===== src/sv/assert_macros.svh =====
// ----------------------------------------------------------------------------
// assertion macros
// shared concurrent assertion forms for the list block
// ----------------------------------------------------------------------------
`ifndef ASSERT_MACROS_SVH
`define ASSERT_MACROS_SVH

// property that holds at every clock edge out of reset
`define BCL_ASSERT_ALWAYS(label, clk, rst, prop, msg) \
  label: assert property (@(posedge clk) disable iff (rst) (prop)) else $error(msg);

// implication whose consequent is checked on the next cycle
`define BCL_ASSERT_NEXT(label, clk, rst, ante, cons, msg) \
  label: assert property (@(posedge clk) disable iff (rst) (ante) |=> (cons)) else $error(msg);

`endif


===== src/sv/bcl_pkg.sv =====
// ----------------------------------------------------------------------------
// bcl_pkg
// types and constants of the bounded compacting list
// ----------------------------------------------------------------------------
`default_nettype none

package bcl_pkg;

  localparam int DEPTH   = 16;
  localparam int DATA_W  = 32;
  localparam int FUNC_W  = 3;
  localparam int INDEX_W = 5;
  localparam int COUNT_W = 5;
  localparam int CAP_W   = 5;
  localparam int ERR_W   = 2;
  localparam int SEL_W   = $clog2(DEPTH);

  localparam logic [CAP_W-1:0] CAP_RESET = CAP_W'(16);

  typedef enum logic [FUNC_W-1:0] {
    FN_APPEND   = 3'd0,
    FN_GET      = 3'd1,
    FN_SET      = 3'd2,
    FN_DELETE   = 3'd3,
    FN_CONTAINS = 3'd4
  } func_t;

  typedef enum logic [ERR_W-1:0] {
    ERR_OK    = 2'd0,
    ERR_FULL  = 2'd1,
    ERR_RANGE = 2'd2
  } err_t;

  typedef struct packed {
    logic load;
    logic shift;
  } cell_ctrl_t;

endpackage

`default_nettype wire


===== src/sv/bcl_channels.sv =====
// ----------------------------------------------------------------------------
// bcl channels
// request, response and configuration channels of the list block
// ----------------------------------------------------------------------------
`default_nettype none

interface bcl_req_if;
  logic                          valid;
  logic                          ready;
  logic [bcl_pkg::FUNC_W-1:0]    func;
  logic [bcl_pkg::INDEX_W-1:0]   index;
  logic [bcl_pkg::DATA_W-1:0]    data_in;

  modport source (output valid, func, index, data_in, input ready);
  modport sink   (input valid, func, index, data_in, output ready);
endinterface

interface bcl_rsp_if;
  logic                          valid;
  logic                          ready;
  logic [bcl_pkg::DATA_W-1:0]    data_out;
  logic                          found;
  logic [bcl_pkg::COUNT_W-1:0]   count;
  logic [bcl_pkg::ERR_W-1:0]     error_code;

  modport source (output valid, data_out, found, count, error_code, input ready);
  modport sink   (input valid, data_out, found, count, error_code, output ready);
endinterface

interface bcl_cfg_if;
  logic                          valid;
  logic                          ready;
  logic [bcl_pkg::CAP_W-1:0]     data;

  modport source (output valid, data, input ready);
  modport sink   (input valid, data, output ready);
endinterface

`default_nettype wire


===== src/sv/bcl_cell.sv =====
// ----------------------------------------------------------------------------
// bcl_cell
// one list slot: holds a word, loads, takes its upper neighbor, compares
// ----------------------------------------------------------------------------
`default_nettype none

module bcl_cell (
  input  wire logic                       clk,
  input  wire logic                       rst,
  input  wire bcl_pkg::cell_ctrl_t        ctrl,
  input  wire logic [bcl_pkg::DATA_W-1:0] din,
  input  wire logic [bcl_pkg::DATA_W-1:0] upper_word,
  output logic      [bcl_pkg::DATA_W-1:0] word,
  output logic                            match
);

  always_ff @(posedge clk) begin
    if (rst) begin
      word <= '0;
    end else if (ctrl.load) begin
      word <= din;
    end else if (ctrl.shift) begin
      word <= upper_word;
    end
  end

  assign match = (word == din);

endmodule

`default_nettype wire


===== src/sv/bounded_compacting_list.sv =====
// ----------------------------------------------------------------------------
// bounded_compacting_list
// bounded list of words kept packed from slot 0, with a row of slot cells
// ----------------------------------------------------------------------------
// One request is taken per cycle while the output register is empty or being
// drained, and its response appears in the output register on the next cycle.
// Every slot cell compares and shifts in the same cycle, so append, get, set,
// delete and contains each complete on the edge that accepts the request.
// Configuration writes are always accepted. The list is empty after reset.
// ----------------------------------------------------------------------------
`default_nettype none

module bounded_compacting_list (
  input  wire logic clk,
  input  wire logic rst,
  bcl_req_if.sink   req,
  bcl_rsp_if.source rsp,
  bcl_cfg_if.sink   cfg
);

  `include "assert_macros.svh"

  logic [bcl_pkg::CAP_W-1:0]   capacity;
  logic [bcl_pkg::COUNT_W-1:0] live_count;
  logic [bcl_pkg::COUNT_W-1:0] live_count_next;
  logic [bcl_pkg::COUNT_W-1:0] cap_eff;

  logic [bcl_pkg::DATA_W-1:0]  words [bcl_pkg::DEPTH];
  logic [bcl_pkg::DEPTH-1:0]   match;
  logic [bcl_pkg::DEPTH-1:0]   live;
  logic [bcl_pkg::DEPTH-1:0]   tail_zero;
  bcl_pkg::cell_ctrl_t         ctrl [bcl_pkg::DEPTH];

  logic accept;
  logic full;
  logic in_range;
  logic do_append;
  logic do_set;
  logic do_delete;

  logic [bcl_pkg::DATA_W-1:0]  dout_c;
  logic                        found_c;
  bcl_pkg::err_t               err_c;

  logic                        rsp_valid;
  logic [bcl_pkg::DATA_W-1:0]  rsp_data;
  logic                        rsp_found;
  logic [bcl_pkg::COUNT_W-1:0] rsp_count;
  logic [bcl_pkg::ERR_W-1:0]   rsp_err;

  // config register
  assign cfg.ready = 1'b1;

  always_ff @(posedge clk) begin
    if (rst) begin
      capacity <= bcl_pkg::CAP_RESET;
    end else if (cfg.valid && cfg.ready) begin
      capacity <= cfg.data;
    end
  end

  assign cap_eff = (bcl_pkg::COUNT_W'(capacity) > bcl_pkg::COUNT_W'(bcl_pkg::DEPTH))
                   ? bcl_pkg::COUNT_W'(bcl_pkg::DEPTH) : bcl_pkg::COUNT_W'(capacity);

  // request decode
  assign req.ready = !rsp_valid || rsp.ready;
  assign accept    = req.valid && req.ready;
  assign full      = (live_count >= cap_eff);
  assign in_range  = (bcl_pkg::COUNT_W'(req.index) < live_count);

  assign do_append = accept && (req.func == bcl_pkg::FN_APPEND) && !full;
  assign do_set    = accept && (req.func == bcl_pkg::FN_SET) && in_range;
  assign do_delete = accept && (req.func == bcl_pkg::FN_DELETE) && in_range;

  // slot cells
  for (genvar i = 0; i < bcl_pkg::DEPTH; i++) begin : g_cell
    logic [bcl_pkg::DATA_W-1:0] upper;

    if (i == bcl_pkg::DEPTH - 1) begin : g_last
      assign upper = '0;
    end else begin : g_mid
      assign upper = words[i+1];
    end

    assign live[i]       = (bcl_pkg::COUNT_W'(i) < live_count);
    assign tail_zero[i]  = live[i] || (words[i] == '0);
    assign ctrl[i].load  = (do_append && (live_count == bcl_pkg::COUNT_W'(i)))
                           || (do_set && (req.index == bcl_pkg::INDEX_W'(i)));
    assign ctrl[i].shift = do_delete && (req.index <= bcl_pkg::INDEX_W'(i));

    bcl_cell u_cell (
      .clk        (clk),
      .rst        (rst),
      .ctrl       (ctrl[i]),
      .din        (req.data_in),
      .upper_word (upper),
      .word       (words[i]),
      .match      (match[i])
    );
  end

  // response
  always_comb begin
    dout_c          = '0;
    found_c         = 1'b0;
    err_c           = bcl_pkg::ERR_OK;
    live_count_next = live_count;
    unique case (req.func)
      bcl_pkg::FN_APPEND: begin
        if (full) begin
          err_c = bcl_pkg::ERR_FULL;
        end else begin
          dout_c          = req.data_in;
          live_count_next = live_count + bcl_pkg::COUNT_W'(1);
        end
      end
      bcl_pkg::FN_GET: begin
        if (!in_range) begin
          err_c = bcl_pkg::ERR_RANGE;
        end else begin
          dout_c = words[req.index[bcl_pkg::SEL_W-1:0]];
        end
      end
      bcl_pkg::FN_SET: begin
        if (!in_range) begin
          err_c = bcl_pkg::ERR_RANGE;
        end else begin
          dout_c = req.data_in;
        end
      end
      bcl_pkg::FN_DELETE: begin
        if (!in_range) begin
          err_c = bcl_pkg::ERR_RANGE;
        end else begin
          dout_c          = words[req.index[bcl_pkg::SEL_W-1:0]];
          live_count_next = live_count - bcl_pkg::COUNT_W'(1);
        end
      end
      bcl_pkg::FN_CONTAINS: begin
        found_c = |(match & live);
      end
      default: begin
      end
    endcase
  end

  always_ff @(posedge clk) begin
    if (rst) begin
      live_count <= '0;
      rsp_valid  <= 1'b0;
    end else if (accept) begin
      live_count <= live_count_next;
      rsp_valid  <= 1'b1;
    end else if (rsp.ready) begin
      rsp_valid  <= 1'b0;
    end
  end

  always_ff @(posedge clk) begin
    if (accept) begin
      rsp_data  <= dout_c;
      rsp_found <= found_c;
      rsp_count <= live_count_next;
      rsp_err   <= err_c;
    end
  end

  assign rsp.valid      = rsp_valid;
  assign rsp.data_out   = rsp_data;
  assign rsp.found      = rsp_found;
  assign rsp.count      = rsp_count;
  assign rsp.error_code = rsp_err;

  // checks
  `BCL_ASSERT_ALWAYS(a_count_bound, clk, rst, live_count <= bcl_pkg::COUNT_W'(bcl_pkg::DEPTH), "live count above depth")
  `BCL_ASSERT_ALWAYS(a_tail_zero, clk, rst, &tail_zero, "slot above live count not zero")
  `BCL_ASSERT_NEXT(a_err_hold, clk, rst, accept && (err_c != bcl_pkg::ERR_OK), live_count == $past(live_count), "count changed on error")
  `BCL_ASSERT_ALWAYS(a_found_live, clk, rst, !(rsp_valid && rsp_found) || (rsp_count != '0), "found on empty list")

endmodule

`default_nettype wire

===== src/flat_wrapper.sv =====
// flat-port wrapper written by rule: the top's interface ports become plain ports
module bounded_compacting_list_flat 
  (clk, rst, req_valid, req_func, req_index, req_data_in, req_ready, rsp_valid, rsp_data_out, rsp_found, rsp_count, rsp_error_code, rsp_ready, cfg_valid, cfg_data, cfg_ready);
  bcl_req_if req_i ();
  bcl_rsp_if rsp_i ();
  bcl_cfg_if cfg_i ();
  input  wire logic clk;
  input  wire logic rst;
  input wire logic [$bits(req_i.valid)-1:0] req_valid;
  input wire logic [$bits(req_i.func)-1:0] req_func;
  input wire logic [$bits(req_i.index)-1:0] req_index;
  input wire logic [$bits(req_i.data_in)-1:0] req_data_in;
  output wire logic [$bits(req_i.ready)-1:0] req_ready;
  output wire logic [$bits(rsp_i.valid)-1:0] rsp_valid;
  output wire logic [$bits(rsp_i.data_out)-1:0] rsp_data_out;
  output wire logic [$bits(rsp_i.found)-1:0] rsp_found;
  output wire logic [$bits(rsp_i.count)-1:0] rsp_count;
  output wire logic [$bits(rsp_i.error_code)-1:0] rsp_error_code;
  input wire logic [$bits(rsp_i.ready)-1:0] rsp_ready;
  input wire logic [$bits(cfg_i.valid)-1:0] cfg_valid;
  input wire logic [$bits(cfg_i.data)-1:0] cfg_data;
  output wire logic [$bits(cfg_i.ready)-1:0] cfg_ready;
  assign req_i.valid = req_valid;
  assign req_i.func = req_func;
  assign req_i.index = req_index;
  assign req_i.data_in = req_data_in;
  assign req_ready = req_i.ready;
  assign rsp_valid = rsp_i.valid;
  assign rsp_data_out = rsp_i.data_out;
  assign rsp_found = rsp_i.found;
  assign rsp_count = rsp_i.count;
  assign rsp_error_code = rsp_i.error_code;
  assign rsp_i.ready = rsp_ready;
  assign cfg_i.valid = cfg_valid;
  assign cfg_i.data = cfg_data;
  assign cfg_ready = cfg_i.ready;
  bounded_compacting_list u_core (.clk(clk), .rst(rst), .req(req_i), .rsp(rsp_i), .cfg(cfg_i));
endmodule

===== config.mk =====
export PLATFORM = sky130hd
export DESIGN_NAME = bounded_compacting_list_flat
export DESIGN_NICKNAME = d
export VERILOG_FILES = /design/src/sv/bcl_pkg.sv /design/src/sv/bcl_channels.sv /design/src/sv/bcl_cell.sv /design/src/sv/bounded_compacting_list.sv /design/src/flat_wrapper.sv
export VERILOG_INCLUDE_DIRS = /design/src /design/src/sv
export SDC_FILE = /design/constraint.sdc
export NUM_CORES = 2
export LEC_CHECK = 0
export BUFFER_PORTS_ARGS = -buffer_cell sky130_fd_sc_hd__buf_2
export CAP_MARGIN = 20
export CORE_ASPECT_RATIO = 0.7
export CORE_UTILIZATION = 46
export CTS_CLUSTER_DIAMETER = 50
export DETAILED_ROUTE_END_ITERATION = 8
export SLEW_MARGIN = 20
export SYNTH_ARGS = -nofsm -noshare
export SYNTH_HDL_FRONTEND = slang
export SYNTH_SLANG_ARGS = --single-unit

===== constraint.sdc =====
create_clock -name clk -period 5.4 [get_ports clk]
set_clock_uncertainty 0.1 [all_clocks]
set_input_delay 1.08 -clock clk [delete_from_list [all_inputs] [get_ports clk]]
set_output_delay 1.08 -clock clk [all_outputs]
set_load 0.005 [all_outputs]

== Word-level counts from Yosys, hierarchy flattened ==
Index checks and enable logic that the tools add are counted.
Cells by class
  bitwise operators: 2
  muxes and demuxes: 48
  reductions and logical operators: 97
  $add $sub $neg: 2
  order comparisons: 36
  shifts and indexed selects: 0
  eq/ne operators: 50
  multiply operators: 0
  divide/modulo/power cells: 0
Operators by type and width (number)
  32-bit 2-to-1 mux: 37
  32-bit equality test: 16
  32-bit binary-select mux with 4-bit select: 1
  32-bit case mux with 3 select lines: 1
  5-bit by 4-bit equality test with 1-bit output, second input constant: 16
  1-bit logical AND: 55
  5-bit by 3-bit equality test with 1-bit output, second input constant: 8
  5-bit by 4-bit less-or-equal comparator with 1-bit output, second input constant: 8
  4-bit by 5-bit < comparator with 1-bit output, first input constant: 8
  2-bit nonzero test: 17
  5-bit by 2-bit equality test with 1-bit output, second input constant: 4
  5-bit by 3-bit less-or-equal comparator with 1-bit output, second input constant: 4
  3-bit by 5-bit < comparator with 1-bit output, first input constant: 4
  1-bit logical OR: 17
  16-bit bitwise AND: 1
  16-bit OR reduction: 1
  5-bit 2-to-1 mux: 3
  5-bit by 1-bit equality test with 1-bit output, second input constant: 2
  5-bit by 1-bit less-or-equal comparator with 1-bit output, second input constant: 2
  5-bit by 2-bit less-or-equal comparator with 1-bit output, second input constant: 2
  5-bit zero test: 2
  1-bit by 5-bit < comparator with 1-bit output, first input constant: 2
  2-bit by 5-bit < comparator with 1-bit output, first input constant: 2
  5-bit case mux with 2 select lines: 1
  other kinds (17): 21
Word-level totals
  bits in writable memories: 0
  latch bits: 0
  memories kept: 0
  bits in read-only memories: 0
  flip-flop bits (word level): 563

== Depth between registers and ports, before layout ==
  depth after elaboration: 8
  gate-level depth with buffers: 12
  depth with buffers taken out: 9

== Hierarchy ==
A second synthesis with hierarchy kept.
Second synthesis, totals
  cell total of the unflattened synthesis: 4049
  area, all modules: 35833.1 um^2
Modules (own cells, without submodules)
  bcl_cell: times used 16, area each 1810.5 um^2, cells an instance 217, seq. area each 640.6 um^2
  bounded_compacting_list: times used 1, area each 6865.3 um^2, cells an instance 577, seq. area each 1421.4 um^2

== Least setup slack after synthesis ==
Ideal clock, no wire load.
  path type: input to register
  from: input port rsp_ready
  to: register u_core.g_cell[6].u_cell.word[24] (netlist bit)
  data arrival time: 3.356 ns
  stages on the path: 10
  data required time: 5.162 ns
  setup slack: 1.806 ns
  setup time: 0.138 ns
  path through: nand2b_1 -> nand2_1 -> inv_2 -> o2111ai_2 -> or4_1 -> o21a_1 -> buf_2 -> clkbuf_1 -> nor2_1 -> a211oi_1
Between the ends
  longest elaborated chain between the ends: 7
Ends and longest elaborated chain
  from (decl): line flat_wrapper.sv:19  | input wire logic [$bits(rsp_i.ready)-1:0] rsp_ready;
  1-bit logical OR *: line bounded_compacting_list.sv:66  | assign req.ready = !rsp_valid || rsp.ready;
  1-bit logical AND *: line bounded_compacting_list.sv:67  | assign accept = req.valid && req.ready;
  net u_core.accept: line bounded_compacting_list.sv:34  | logic accept;
  1-bit logical AND (on tied branches) (2 in a row): line bounded_compacting_list.sv:71, bounded_compacting_list.sv:72
  1-bit logical AND (on tied branches): line bounded_compacting_list.sv:87, bounded_compacting_list.sv:88
  1-bit logical OR: line bounded_compacting_list.sv:88  | || (do_set && (req.index == bcl_pkg::INDEX_W'(i)));
  32-bit 2-to-1 mux or 2-bit nonzero test (tied branches)
  to (signal assigned): line bcl_cell.sv:21  | word <= din;
  to (signal assigned): line bcl_cell.sv:23  | word <= upper_word;
  to (decl): line bcl_cell.sv:13  | output logic [bcl_pkg::DATA_W-1:0] word,
The timed path passes the listed nets; every way through them passes the cells marked *.
A chain may end at the register's enable or synchronous reset.

== Final worst setup path ==
  from: register u_core.live_count[3] (netlist bit)
  to: register u_core.g_cell[9].u_cell.word[28] (netlist bit)
Between the ends
  longest elaborated chain between the ends: 6
Ends and longest elaborated chain
  from (decl): line bounded_compacting_list.sv:24  | logic [bcl_pkg::COUNT_W-1:0] live_count;
  from (signal assigned): line bounded_compacting_list.sv:152  | live_count <= live_count_next;
  5-bit greater-or-equal comparator: line bounded_compacting_list.sv:68  | assign full = (live_count >= cap_eff);
  1-bit zero test: line bounded_compacting_list.sv:71  | assign do_append = accept && (req.func == bcl_pkg::FN_APPEND) && !full;
  1-bit logical AND: line bounded_compacting_list.sv:71
  1-bit logical AND: line bounded_compacting_list.sv:87  | assign ctrl[i].load = (do_append && (live_count == bcl_pkg::COUNT_W'(i)))
  1-bit logical OR: line bounded_compacting_list.sv:88
  32-bit 2-to-1 mux or 2-bit nonzero test (tied branches)
  to (signal assigned): line bcl_cell.sv:21
  to (signal assigned): line bcl_cell.sv:23
  to (decl): line bcl_cell.sv:13
Parallel ways exist; a longest one is shown, timed or not.

==> metrics.json <==
{
  "layout-area-overhead-vs-synth": {"value": 10.22, "unit": "%"},
  "vias_per_cell": {"value": 6.632},
  "synth_most_common_cell": {"value": "sky130_fd_sc_hd__dfxtp_1"},
  "floorplan.rows": {"value": 83},
  "cp_data_arrival_time": {"value": 4.37, "unit": "ns"},
  "synth_top_cells_by_area": {"value": "sky130_fd_sc_hd__dfxtp_1 (30%), sky130_fd_sc_hd__mux4_2 (10%), sky130_fd_sc_hd__mux2i_1 (7.5%), sky130_fd_sc_hd__xnor2_1 (6.9%), sky130_fd_sc_hd__xor2_1 (6.2%)"},
  "ir_drop": {"value": 0.2466, "unit": "mV"},
  "clock_insertion_delay_worst_skew": {"value": 0.63, "unit": "ns"},
  "grt_start_max_net_pins": {"value": 195},
  "number_of_pins_with_negative_max_slew_slack_in_the_final_report": {"value": 0},
  "clk_pin_slew": {"value": 0.06, "unit": "ns"},
  "avg_inst_size_synth": {"value": 9.239, "unit": "sq um"},
  "part_of_the_power_in_combinational_logic": {"value": 0.102},
  "yosys_warnings": {"value": 0},
  "cell_internal_pwr": {"value": 7162, "unit": "uW"},
  "power.density_cell_area": {"value": 258.3, "unit": "nW/um^2"},
  "ys_seq_elements": {"value": 563},
  "coreArea": {"value": 73840, "unit": "sq um"},
  "global_route.usage.met2": {"value": 0.4800},
  "mappedNetlistNets": {"value": 3809},
  "synthArstFlopShare": {"value": 0},
  "final_design_area_no_fill": {"value": 38140, "unit": "sq um"},
  "final.setup.tns": {"value": 0, "unit": "ns"},
  "hold_path.class": {"value": "reg2reg"},
  "placement.setup.worst_slack": {"value": 1.188, "unit": "ns"},
  "status": {"value": "complete, no violations"},
  "i_o_pins": {"value": 93},
  "power.switching_fraction": {"value": 0.2730},
  "vias": {"value": 30813},
  "f_max": {"value": 0.2494, "unit": "GHz"},
  "grt_overflow": {"value": 0},
  "finalWorstPathRequiredPeriod": {"value": 4.010, "unit": "ns"},
  "postPlaceCellArea": {"value": 36010, "unit": "sq um"},
  "timing.slew.headroom": {"value": 0.2826},
  "synth_commonest_cells": {"value": "sky130_fd_sc_hd__dfxtp_1 (523), sky130_fd_sc_hd__nand2_1 (373), sky130_fd_sc_hd__nor2_1 (314)"},
  "cp-end-kind": {"value": "flip-flop"},
  "cts_post_setup_buffers_inserted": {"value": 0},
  "p_sw": {"value": 2690, "unit": "uW"},
  "grt_antenna_before_repair": {"value": 10},
  "placedCellCount": {"value": 4528},
  "clock_power_share": {"value": 0.466},
  "floorplan.die.height": {"value": 231.5, "unit": "microns"},
  "remaining_drc_errors": {"value": 0},
  "worstMarginPinSlew": {"value": 1.076, "unit": "ns"},
  "synth-seq-area-share": {"value": 0.3373},
  "cts-root-to-sink-buffers": {"value": 3},
  "hpwl_dp": {"value": 99.79, "unit": "mm"},
  "setup_violations": {"value": 0},
  "place.gp.congestion": {"value": 1.031},
  "final_layout_size_suffix_gt1_frac": {"value": 0.1533},
  "fillCellCount": {"value": 6751},
  "area_occupied_by_multi_input_gates": {"value": 21460, "unit": "sq um"},
  "synth_flop_cell": {"value": "sky130_fd_sc_hd__dfxtp_1"},
  "final_antenna_net_count": {"value": 0},
  "htreeDepth": {"value": 3},
  "grt_pass1_wl": {"value": 204.3, "unit": "mm"},
  "share_seq_of_total_power": {"value": 0.432},
  "drt_iter0_markers": {"value": 5078},
  "grt_most_used_layer": {"value": "met1"},
  "count_of_clock_tree_sinks": {"value": 563},
  "synth_edf_count": {"value": 40},
  "synth.lib_cells_used.distinct": {"value": 65},
  "use_met1": {"value": 0.5383},
  "max_cap_violations": {"value": 0},
  "criticalPathCategory": {"value": "reg2reg"},
  "worstPathMaxFanout": {"value": 39},
  "dieArea": {"value": 76340, "unit": "sq um"},
  "grt_pass1_vias": {"value": 27362},
  "tritoncts": {"value": "yes"},
  "cp.required": {"value": 5.76, "unit": "ns"},
  "timing_hold_violations_final": {"value": 0},
  "post_drt_wl_per_cell": {"value": 30.60, "unit": "microns"},
  "setup_repair_after_global_routing_missed_its_margin": {"value": "no"},
  "stdcell_count": {"value": 4646},
  "post-route-period-util": {"value": 0.7426},
  "initial_utilization": {"value": 0.4686},
  "root_buffer_cell": {"value": "sky130_fd_sc_hd__clkbuf_16"},
  "detail_route.first_pass.iterations": {"value": 7},
  "post_cts_resize_count": {"value": 0},
  "number_of_buffers_added_by_the_clock_tree_synthesis_step": {"value": 66},
  "numPortBuffers": {"value": 91},
  "layout.area.seq": {"value": 11670, "unit": "sq um"},
  "groute.usage.overall": {"value": 0.3661},
  "synthDominantAreaCellType": {"value": "sky130_fd_sc_hd__dfxtp_1"},
  "wl": {"value": 142.2, "unit": "mm"},
  "critPathLaunchType": {"value": "flip-flop"},
  "finish.net_count": {"value": 3683},
  "setup_ws": {"value": 1.390, "unit": "ns"},
  "postCtsHoldBufs": {"value": 0},
  "use_met3": {"value": 0.1570},
  "syn-cell-area": {"value": 34600, "unit": "sq um"},
  "fp.dieW": {"value": 329.8, "unit": "microns"},
  "post_syn_instances": {"value": 3745},
  "power.leakage": {"value": 0.01279, "unit": "uW"},
  "synth_top_area_share": {"value": 0.3026}
}
stage by stage:
stage | hold slack (ns) | power [uW] | utilization
after floorplan | 0.3520 | 4906 | -
after global placement | 0.3723 | 5306 | 0.4877
after detailed placement | 0.3810 | 5301 | 0.4877
after CTS | 0.4005 | 9811 | 0.5164
after global routing | 0.4310 | 10040 | 0.5164
final | 0.3913 | 9851 | 0.5165
flip-flops by register name, summed over array words and instances (netlist names):
signal,count
u_core.live_count,5
u_core.rsp.error_code,2
u_core.rsp.valid,1
u_core.g_cell.u_cell.word,512
u_core.rsp.count,5
u_core.rsp.found,1
u_core.capacity,5
u_core.rsp.data_out,32
layout make-up:
cell class / count / area share
clock buffers: 92 / 0.04885
diodes: 3 / 0.0001968
flip-flops and latches: 563 / 0.3060
clock inverters: 23 / 0.006660
multi-input cells: 2743 / 0.5626
inverters: 44 / 0.004331
well taps: 977 / 0.03205
repair buffers: 201 / 0.03927
final timing paths:
kind | from | to | slack [ns] | depth (start not counted)
max | u_core.live_count[3] | u_core.g_cell[9].u_cell.word[28] | 1.39 | 10
min | u_core.capacity[0] | u_core.capacity[0] | 0.39 | 2
max reg2reg | u_core.live_count[3] | u_core.g_cell[9].u_cell.word[28] | 1.39 | 10
min reg2reg | u_core.capacity[0] | u_core.capacity[0] | 0.39 | 2
cell families after synthesis:
kind of cell	count (synthesis)	share of synthesized area
AO/OA/AOI/OAI	750	0.1440
flip-flops	563	0.3373
multiplexers	516	0.2106
XOR/XNOR	517	0.1309
buffers and inverters	439	0.05196
AND/OR/NAND/NOR	945	0.1201
adder cells (fa/ha/maj)	14	0.005063
other	1	0.0001084
metal layers:
metal  vias up  wire (microns)
met5         -             172
met4        16            3652
met3       219           21550
met2      2139           55400
met1     15188           61370
li1      13251               -
power by group through the flow:
| stage | combinational, uW | sequential, uW | clock (uW) |
|---|---|---|---|
| 2_1_floorplan | 562 | 4340 | 0 |
| 3_3_place_gp | 957 | 4350 | 0 |
| 3_5_place_dp | 952 | 4350 | 0 |
| 4_1_cts | 958 | 4260 | 4600 |
| 5_1_grt | 1030 | 4260 | 4760 |
| 6_report | 1000 | 4260 | 4590 |
worst max-delay path: stages (launching register included):
cell and delay, ns:
sky130_fd_sc_hd__dfxtp_1 0.71, sky130_fd_sc_hd__inv_1 0.29, sky130_fd_sc_hd__ha_1 0.36, sky130_fd_sc_hd__a21o_1 0.17, sky130_fd_sc_hd__a21oi_2 0.27, sky130_fd_sc_hd__o211ai_4 0.12, sky130_fd_sc_hd__or3_4 0.66, sky130_fd_sc_hd__nor2_4 0.49
sky130_fd_sc_hd__buf_12 0.28, sky130_fd_sc_hd__mux2i_1 0.24, sky130_fd_sc_hd__a211oi_1 0.09
cells in the final DEF (no fill, tap or decap), types with 35 or more instances in the layout:
cell type and instances:
sky130_fd_sc_hd__nor4_1 76, sky130_fd_sc_hd__mux2i_1 260, sky130_fd_sc_hd__nand4_1 78, sky130_fd_sc_hd__xnor2_1 274
sky130_fd_sc_hd__dfxtp_1 523, sky130_fd_sc_hd__o21ai_0 135, sky130_fd_sc_hd__mux4_2 160, sky130_fd_sc_hd__inv_1 42
sky130_fd_sc_hd__edfxtp_1 40, sky130_fd_sc_hd__xor2_1 243, sky130_fd_sc_hd__mux2_2 61, sky130_fd_sc_hd__buf_4 96
sky130_fd_sc_hd__a211oi_1 259, sky130_fd_sc_hd__mux2_1 35, sky130_fd_sc_hd__nand3_1 49, sky130_fd_sc_hd__nand2_1 373
sky130_fd_sc_hd__clkbuf_16 69, sky130_fd_sc_hd__buf_2 87, sky130_fd_sc_hd__a22oi_1 97, sky130_fd_sc_hd__nor2_1 312
sky130_fd_sc_hd__a21oi_1 171
No activity file was read; power rests on OpenSTA's default activity.
